==> src/rtl/core/tgc_pkg.sv <==
`timescale 1ns / 1ps
`default_nettype none

package tgc_pkg;

   // Width of the saturating age counters.
   localparam int TIMER_BITS = 16;
   // Width of the timing registers.
   localparam int CFG_BITS   = 16;
   // Compares run at the wider of the two.
   localparam int CMP_BITS   = (TIMER_BITS > CFG_BITS) ? TIMER_BITS : CFG_BITS;

   localparam int REQ_DATA_BITS = 8;
   localparam int RSP_DATA_BITS = 8;
   localparam int CSR_IDX_BITS  = 3;

   localparam logic [CFG_BITS-1:0] DEBOUNCE_RESET   = CFG_BITS'(50);
   localparam logic [CFG_BITS-1:0] LONG_PRESS_RESET = CFG_BITS'(1000);
   localparam logic [CFG_BITS-1:0] CLICK_GAP_RESET  = CFG_BITS'(280);
   localparam logic [CFG_BITS-1:0] MIN_PRESS_RESET  = CFG_BITS'(50);
   localparam logic                ACTIVE_RESET     = 1'b1;

   localparam logic [1:0] CLICK_NONE   = 2'd0;
   localparam logic [1:0] CLICK_TRIPLE = 2'd3;

   typedef enum logic [CSR_IDX_BITS-1:0] {
      REG_DEBOUNCE   = 3'd0,
      REG_LONG_PRESS = 3'd1,
      REG_CLICK_GAP  = 3'd2,
      REG_MIN_PRESS  = 3'd3,
      REG_ACTIVE     = 3'd4
   } reg_index_type;

   typedef struct packed {
      logic [CFG_BITS-1:0] debounce_ms;
      logic [CFG_BITS-1:0] long_press_ms;
      logic [CFG_BITS-1:0] click_gap_ms;
      logic [CFG_BITS-1:0] min_press_ms;
      logic                active_level;
   } cfg_type;

   typedef struct packed {
      logic                  prev_raw;
      logic                  stable_level;
      logic [TIMER_BITS-1:0] since_change;
      logic [TIMER_BITS-1:0] press_age;
      logic                  long_done;
      logic [1:0]            click_tally;
      logic [TIMER_BITS-1:0] release_age;
   } state_type;

   typedef struct packed {
      logic [1:0] click_event;
      logic       long_press;
      logic       pressed;
   } result_type;

   function automatic logic [TIMER_BITS-1:0] age_advance(input logic [TIMER_BITS-1:0] v);
      logic [TIMER_BITS-1:0] r;
      r = (v == '1) ? v : v + 1'b1;
      return r;
   endfunction

endpackage

`default_nettype wire

==> src/rtl/core/tgc_csr.sv <==
`timescale 1ns / 1ps
`default_nettype none

module tgc_csr
   import tgc_pkg::*;
(
   input  wire logic                    clock,
   input  wire logic                    reset,
   input  wire logic                    wr_en,
   input  wire logic [CSR_IDX_BITS-1:0] wr_index,
   input  wire logic [CFG_BITS-1:0]     wr_data,
   output cfg_type                      cfg
);

   cfg_type cfg_ff;
   cfg_type cfg_in;

   // Decode the write; unknown indexes are dropped.
   always_comb begin
      cfg_in = cfg_ff;
      if (wr_en) begin
         unique case (reg_index_type'(wr_index))
            REG_DEBOUNCE:   cfg_in.debounce_ms   = wr_data;
            REG_LONG_PRESS: cfg_in.long_press_ms = wr_data;
            REG_CLICK_GAP:  cfg_in.click_gap_ms  = wr_data;
            REG_MIN_PRESS:  cfg_in.min_press_ms  = wr_data;
            REG_ACTIVE:     cfg_in.active_level  = wr_data[0];
            default:        cfg_in = cfg_ff;
         endcase
      end
   end

   always_ff @(posedge clock) begin
      if (reset) begin
         cfg_ff.debounce_ms   <= DEBOUNCE_RESET;
         cfg_ff.long_press_ms <= LONG_PRESS_RESET;
         cfg_ff.click_gap_ms  <= CLICK_GAP_RESET;
         cfg_ff.min_press_ms  <= MIN_PRESS_RESET;
         cfg_ff.active_level  <= ACTIVE_RESET;
      end else begin
         cfg_ff <= cfg_in;
      end
   end

   assign cfg = cfg_ff;

endmodule

`default_nettype wire

==> src/rtl/core/tgc_step.sv <==
`timescale 1ns / 1ps
`default_nettype none

module tgc_step
   import tgc_pkg::*;
(
   input  wire cfg_type   cfg,
   input  wire state_type cur,
   input  wire logic      raw_level,
   output state_type      nxt,
   output result_type     res
);

   always_comb begin
      logic       touched;
      logic       settled;
      logic       in_window;
      logic [1:0] evt;
      logic       longp;

      nxt              = cur;
      nxt.since_change = age_advance(cur.since_change);
      nxt.press_age    = age_advance(cur.press_age);
      nxt.release_age  = age_advance(cur.release_age);

      // Restart the stability timer on any raw edge.
      if (raw_level != cur.prev_raw)
         nxt.since_change = '0;

      settled   = CMP_BITS'(nxt.since_change) > CMP_BITS'(cfg.debounce_ms);
      in_window = (CMP_BITS'(nxt.press_age) > CMP_BITS'(cfg.min_press_ms)) &&
                  (CMP_BITS'(nxt.press_age) < CMP_BITS'(cfg.long_press_ms));

      if (settled && (raw_level != cur.stable_level)) begin
         nxt.stable_level = raw_level;
         if (raw_level == cfg.active_level) begin
            nxt.press_age = '0;
            nxt.long_done = 1'b0;
         end else if (!cur.long_done && in_window) begin
            if (cur.click_tally != CLICK_TRIPLE)
               nxt.click_tally = cur.click_tally + 2'd1;
            nxt.release_age = '0;
         end
      end

      // Report pending clicks once the gap has run out.
      evt = CLICK_NONE;
      if ((nxt.click_tally != CLICK_NONE) &&
          (CMP_BITS'(nxt.release_age) > CMP_BITS'(cfg.click_gap_ms))) begin
         evt             = nxt.click_tally;
         nxt.click_tally = CLICK_NONE;
      end

      touched = (nxt.stable_level == cfg.active_level);

      longp = 1'b0;
      if (touched && !nxt.long_done &&
          (CMP_BITS'(nxt.press_age) >= CMP_BITS'(cfg.long_press_ms))) begin
         nxt.long_done   = 1'b1;
         nxt.click_tally = CLICK_NONE;
         longp           = 1'b1;
      end

      nxt.prev_raw = raw_level;

      res.click_event = evt;
      res.long_press  = longp;
      res.pressed     = touched;
   end

endmodule

`default_nettype wire

==> src/rtl/core/touch_gesture_classifier.sv <==
`timescale 1ns / 1ps
`default_nettype none

// Touch gesture classifier. Each request is one millisecond tick carrying the
// raw sampled touch level in req_tdata[0]; every request yields exactly one
// response. The level is debounced (it must stay unchanged for more than
// debounce_ms ticks), presses are timed, and releases of presses longer than
// min_press_ms and shorter than long_press_ms count as clicks. When more than
// click_gap_ms ticks pass after the last click, the response reports single,
// double or triple-or-more clicks; a press held for long_press_ms ticks reports
// a long press once and drops pending clicks. The block takes one request per
// clock cycle while the response channel is not stalled; each request passes the
// input register, then the state update that loads the response register, and
// the rate is set by that update of the timer and click state. Configuration
// registers (csr_index: 0 debounce_ms, 1 long_press_ms, 2 click_gap_ms,
// 3 min_press_ms, 4 active_level) are always ready and are to be written only
// while no request is in flight.

module touch_gesture_classifier
   import tgc_pkg::*;
(
   input  wire logic                     clock,
   input  wire logic                     reset,
   // request channel
   input  wire logic                     req_tvalid,
   output logic                          req_tready,
   input  wire logic [REQ_DATA_BITS-1:0] req_tdata,  // [0] raw_level
   // response channel
   output logic                          rsp_tvalid,
   input  wire logic                     rsp_tready,
   output logic [RSP_DATA_BITS-1:0]      rsp_tdata,  // [1:0] click_event, [2] long_press,
                                                     // [3] pressed
   // configuration write channel
   input  wire logic                     csr_valid,
   output logic                          csr_ready,
   input  wire logic [CSR_IDX_BITS-1:0]  csr_index,
   input  wire logic [CFG_BITS-1:0]      csr_wdata
);

   cfg_type    cfg;
   state_type  state_ff;
   state_type  state_in;
   result_type res;
   result_type rsp_ff;

   logic in_valid_ff;
   logic in_raw_ff;
   logic rsp_valid_ff;
   logic advance;
   logic accept;

   // Configuration writes complete at once.
   assign csr_ready = 1'b1;

   tgc_csr u_csr (
      .clock    (clock),
      .reset    (reset),
      .wr_en    (csr_valid),
      .wr_index (csr_index),
      .wr_data  (csr_wdata),
      .cfg      (cfg)
   );

   // Advance the held request into the response register when that register
   // is empty or being drained this cycle.
   assign advance    = in_valid_ff && (!rsp_valid_ff || rsp_tready);
   assign req_tready = !in_valid_ff || advance;
   assign accept     = req_tvalid && req_tready;

   always_ff @(posedge clock) begin
      if (reset) begin
         in_valid_ff <= 1'b0;
      end else if (req_tready) begin
         in_valid_ff <= req_tvalid;
      end
   end

   // Input register payload: hold while stalled.
   always_ff @(posedge clock) begin
      if (accept)
         in_raw_ff <= req_tdata[0];
   end

   tgc_step u_step (
      .cfg       (cfg),
      .cur       (state_ff),
      .raw_level (in_raw_ff),
      .nxt       (state_in),
      .res       (res)
   );

   // Tick state: released level is low, debounce timer starts saturated.
   always_ff @(posedge clock) begin
      if (reset) begin
         state_ff.prev_raw     <= 1'b0;
         state_ff.stable_level <= 1'b0;
         state_ff.since_change <= '1;
         state_ff.press_age    <= '0;
         state_ff.long_done    <= 1'b0;
         state_ff.click_tally  <= CLICK_NONE;
         state_ff.release_age  <= '0;
      end else if (advance) begin
         state_ff <= state_in;
      end
   end

   always_ff @(posedge clock) begin
      if (reset) begin
         rsp_valid_ff <= 1'b0;
      end else if (advance) begin
         rsp_valid_ff <= 1'b1;
      end else if (rsp_tready) begin
         rsp_valid_ff <= 1'b0;
      end
   end

   always_ff @(posedge clock) begin
      if (advance)
         rsp_ff <= res;
   end

   assign rsp_tvalid = rsp_valid_ff;
   assign rsp_tdata  = {{(RSP_DATA_BITS - 4){1'b0}}, rsp_ff.pressed, rsp_ff.long_press,
                        rsp_ff.click_event};

endmodule

`default_nettype wire

==> config.mk <==
export PLATFORM = sky130hd
export DESIGN_NAME = touch_gesture_classifier
export DESIGN_NICKNAME = d
export VERILOG_FILES = /design/src/rtl/core/tgc_pkg.sv /design/src/rtl/core/tgc_csr.sv /design/src/rtl/core/tgc_step.sv /design/src/rtl/core/touch_gesture_classifier.sv
export SDC_FILE = /design/constraint.sdc
export NUM_CORES = 1
export LEC_CHECK = 0
export ABC_AREA = 1
export BUFFER_PORTS_ARGS = -buffer_cell sky130_fd_sc_hd__buf_2
export CAP_MARGIN = 20
export CORE_ASPECT_RATIO = 0.7
export CORE_MARGIN = 5
export CORE_UTILIZATION = 50
export DETAILED_ROUTE_END_ITERATION = 16
export PLACE_DENSITY = 0.77
export SETUP_SLACK_MARGIN = 0.05
export SKIP_CTS_REPAIR_TIMING = 1
export SLEW_MARGIN = 30
export SYNTH_ARGS = -nofsm -noshare
export SYNTH_HDL_FRONTEND = slang
export SYNTH_SLANG_ARGS = --single-unit
==> constraint.sdc <==
create_clock -name clock -period 13.71 [get_ports clock]
set_input_delay 2.0565 -clock clock [delete_from_list [all_inputs] [get_ports clock]]
set_output_delay 2.0565 -clock clock [all_outputs]
set_load 0.005 [all_outputs]
# After elaboration in Yosys (flattened, before gate mapping)
# Cells that the tools add are included.
[totals]
ff_bits = 125
inputBits = 32
out_inout_bits = 11
wordCells = 76
[op_classes]
n_addsub = 4
n_lt_le_gt_ge = 5
eq_ne = 12
n_mux = 15
reduce_logical = 22
[op_table]
columns = ["cell", "n"]
rows = [
  ["$mux W16", 4],
  ["$add A16 B1 Y16 const B", 3],
  ["$eq A16 B16 Y1 const B", 3],
  ["$gt A16 B16 Y1", 3],
  ["$mux W18", 2],
  ["$mux W35", 1],
  ["$mux W17", 1],
  ["$ge A16 B16 Y1", 1],
  ["$lt A16 B16 Y1", 1],
  ["$reduce_and A2 Y1", 5],
  ["$logic_and A1 B1 Y1", 8],
  ["$eq A3 B2 Y1 const B", 2],
  ["$logic_not A1 Y1", 4],
  ["$mux W1", 4],
  ["$mux W2", 2],
  ["$reduce_bool A2 Y1", 2],
  ["$eq A3 B1 Y1 const B", 1],
  ["$eq A3 B3 Y1 const B", 1],
  ["$logic_not A3 Y1", 1],
  ["$mux W3", 1],
  ["$add A2 B1 Y2 const B", 1],
  ["$eq A1 B1 Y1", 2],
  ["$logic_or A1 B1 Y1", 2],
  ["$ne A1 B1 Y1", 2],
  ["$ne A2 B2 Y1 const B", 1],
]

# Logic depth before layout (Yosys ltp)
[depth]
ltp_word = 12
depth_mapped = 41
depth_no_buf = 40

# By module
# Synthesis repeated with hierarchy kept, for this count alone.
[unflattened]
hier_cells = 1320
hier_area_um2 = 8727.1
[by_module_without_submodules]
columns = ["mod", "instances", "cells_each", "area_each_um2", "seq_area_each_um2"]
rows = [
  ["tgc_step", 1, 614, 3548.4, 0.0],
  ["tgc_csr", 1, 369, 2657.5, 1301.2],
  ["touch_gesture_classifier", 1, 337, 2521.2, 1251.2],
]

# Worst setup path before layout
# Ideal clock, no wire load.
[synth_timing]
kind = "reg2reg"
start = "register state_ff[35] in the netlist's numbering"
end = "register state_ff[16] in the netlist's numbering"
setup_time_ns = 0.132
t_arrival_ns = 4.181
required_ns = 13.578
path_slack_ns = 9.397
path_stages_with_launch = 37
path_buffers = 1
synth_period_minus_slack_ns = 4.313
path_cell_list = "dfxtp_1 inv_1 nor3_2 nand2_1 nor2_1 nand3_1 nor3_1 nand4_1 xnor2_1 or2_2 nand2_1 inv_1 ha_1 nand2_1 nor3_1 nand2_1 nand2_1 nand2_1 inv_1 nand2_1 nor2_1 nand2_2 buf_4 nand2_1 inv_1 ha_1 inv_1 nor2_1 nor2_1 o21ai_0 nand2_1 o211ai_1 nand2_1 o2111ai_1 nand2_1 nand4_1 a21oi_1"
[synth_lines]
columns = ["element", "line_no", "text"]
rows = [
  ["start, declared", "touch_gesture_classifier.sv:41", "state_type state_ff;"],
  ["start signal, assigned", "touch_gesture_classifier.sv:103", "state_ff <= state_in;"],
]

==> qor.yml <==
synth.distinct_cells: 50
worstSetupStartpointType: "flop"
clk_path_buf_depth: 2
fp.coreArea_um2: 14910
cts_htree_levels: 4
synth_area_leader_cell: "dfxtp_1"
vias_per_cell: 5.382
clkLatencyLatePin_ns: 0.42
syn_avg_cell_area_um2: 7.166
area_growth_pct: 10.30
first_iter_violations: 558
grt_max_degree: 97
p_int_mw: 0.6928
p_switching_mw: 0.3227
die_y_um: 113.8
routabilityCongestion: 0.8666
power_density_nw_per_um2: 119.7
start_util_pct: 51.58
netlist_instances: 1073
synth_edf_count: 5
die_x_um: 158.2
worst_pin_slew_ns: 0.9165
drive_above_1_share_pct: 8.530
fillers: 1405
synth_warnings: 0
critPathRequiredTime_ns: 14.02
final_cells: 1297
p_leak_nw: 4.154
clockPowerShare_pct: 40.7
placed_area_um2: 7945
drv_slew: 0
fin_worst_skew_ns: 0.009174
ff2ff_path_depth: 32
grt_setup_unrepaired: "false"
arrival_ns: 5.99
num-nets-final: 1202
die_area_um2: 18000
ir_worst_vdd_mv: 0.08299
stdcell_area_um2: 8481
vias: 6980
crit_path_end: "state_ff[18]"
ios: 43
wl_um: 19230
io_buffers: 30
synth.most_common_cell: "nand2_1"
crit_start: "state_ff[35]"
async_reset_ff_share_pct: 0
ys_ff_latch: 125
place_hpwl_um: 13810
tns_ns: 0
insertedDiodeCount: 0
worstReg2RegStart: "state_ff[35]"
grt_pass1_vias: 6472
drc: 0
cts_made_buffers: 17
min-delay-start: "u_csr.cfg[52]"
placedCellCount: 1265
antenna_found_initial: 1
ys.flop_type: "dfxtp_1"
outcome: "finished clean"
grt_pass1_wl_um: 31480
timing.fmax_mhz: 176.2
setup_viol: 0
worst-r2r-setup-slack_ns: 8.03
ant_nets: 0
p_comb_share_pct: 19.8
yosys-top-cells-count: "nand2_1, inv_1, a21oi_1"
max_slew_margin_pct: 38.90
power_frac_seq_pct: 39.4
post_synth_main_area_contributors: "dfxtp_1, ha_1, a21oi_1"
ys_seq_area_share_pct: 33.20
drtPass1Iterations: 5
netlist_area_um2: 7689
grt-ovfl-total: 0
slowest_stage: "nand3_1"
finalHoldViolations: 0
wire_per_inst_um: 14.83
clk_pin_slew_ns: 0.06
critical_path.max_stage_delay_ns: 0.52
cts_root_buf: "clkbuf_16"
grt_usage_pct: 21.71
min_period_ns: 5.676
total_power_mw: 1.015
finalCritPeriodShare_pct: 41.40
cap_violations: 0
crit_top_cell: "nand2_1"
num_rows: 37
synth_top_area_share_pct: 31.24
swShare_pct: 31.78
cp-end-kind: "flop"
crit_type: "flop to flop"
cts_tree: "built"
clock-sinks: 125
min_path_type: "flop to flop"
r2r-end: "state_ff[18]"
cp_max_fo: 17
fin_util_pct: 56.89
## worst max-delay path: cells and delay by family (launching register included)
family / cells / cell delay [ns]
AOI/OAI and AO/OA: 4 / 0.53
xor gates and xnor gates: 1 / 0.15
adders and majority gates: 2 / 0.60
buffers and inverters: 6 / 0.49
DFF: 1 / 0.39
and+or+nand+nor: 19 / 3.39
## per-layer routing
metal  GRT usage, %  vias to the layer above  routed length (um)
met4          6.705                        0                 340
met5              0                        -                   0
met3          4.133                       34                1305
met1          31.50                     3168                9349
li1               -                     3558                   -
met2          32.64                      220                8235
## logic make-up after synthesis
| family | synth area share [%] |
|---|---|
| simple gates | 18.60 |
| compound gates | 20.54 |
| buf+inv | 11.20 |
| flops | 33.20 |
| fa+ha+maj | 13.18 |
| xor+xnor | 3.190 |
| other cells | 0.09768 |
## cell type report
cell class                      count  area (um2)  area share (%)
Sequential cell                   125        2552           30.10
Multi-Input combinational cell    729        4287           50.55
Clock buffer                       19       442.9           5.223
Timing Repair Buffer               33       172.7           2.036
Clock inverter                     13       92.59           1.092
Inverter                          183       689.4           8.129
Tap cell                          195       244.0           2.877
## flip-flops by register name (all words and copies together), names as in the netlist
signal and count:
state_ff 53, in_raw_ff 1, in_valid_ff 1, rsp_tvalid 1, u_csr.cfg 65, rsp_tdata 4
## cells in the final DEF, fill, tap and decap left out, types with 3 or more instances in the layout
master / instances
nand4_1: 8
o211ai_1: 26
nor2_2: 3
nand2_1: 176
buf_4: 3
dfxtp_1: 120
edfxtp_1: 5
or2_1: 4
o21bai_1: 3
xor2_1: 17
clkinv_2: 5
nor3_1: 12
clkbuf_16: 17
nand3_1: 40
inv_2: 8
o21ai_0: 109
clkinv_4: 4
xnor2_1: 11
conb_1: 5
nand3_2: 3
ha_1: 81
or2_2: 3
inv_1: 173
nor2_1: 61
buf_2: 30
a21oi_1: 138
## power groups by stage
stage | logic, mW | registers (mW) | clock network, mW
after global placement | 0.190 | 0.407 | 0
after detailed placement | 0.196 | 0.408 | 0
final | 0.201 | 0.400 | 0.414
after CTS | 0.199 | 0.400 | 0.417
after floorplan | 0.149 | 0.404 | 0
after global routing | 0.229 | 0.403 | 0.433
## worst min-delay path by stage
| stage | depth (start not counted) | endpoint |
|---|---|---|
| after floorplan | 2 | u_csr.cfg[11] |
| after global placement | 2 | u_csr.cfg[19] |
| after detailed placement | 2 | u_csr.cfg[52] |
| after CTS | 2 | u_csr.cfg[52] |
| after global routing | 2 | u_csr.cfg[23] |
| final | 2 | u_csr.cfg[52] |
## through the flow
| step | setup slack [ns] | hold WS (ns) |
|---|---|---|
| after floorplan | 9.397 | 0.4353 |
| after global placement | 8.271 | 0.4509 |
| after detailed placement | 8.261 | 0.4541 |
| after CTS | 8.142 | 0.4622 |
| after global routing | 7.505 | 0.4757 |
| final | 8.034 | 0.4591 |
Note: power is estimated with default switching activity, not from simulation.
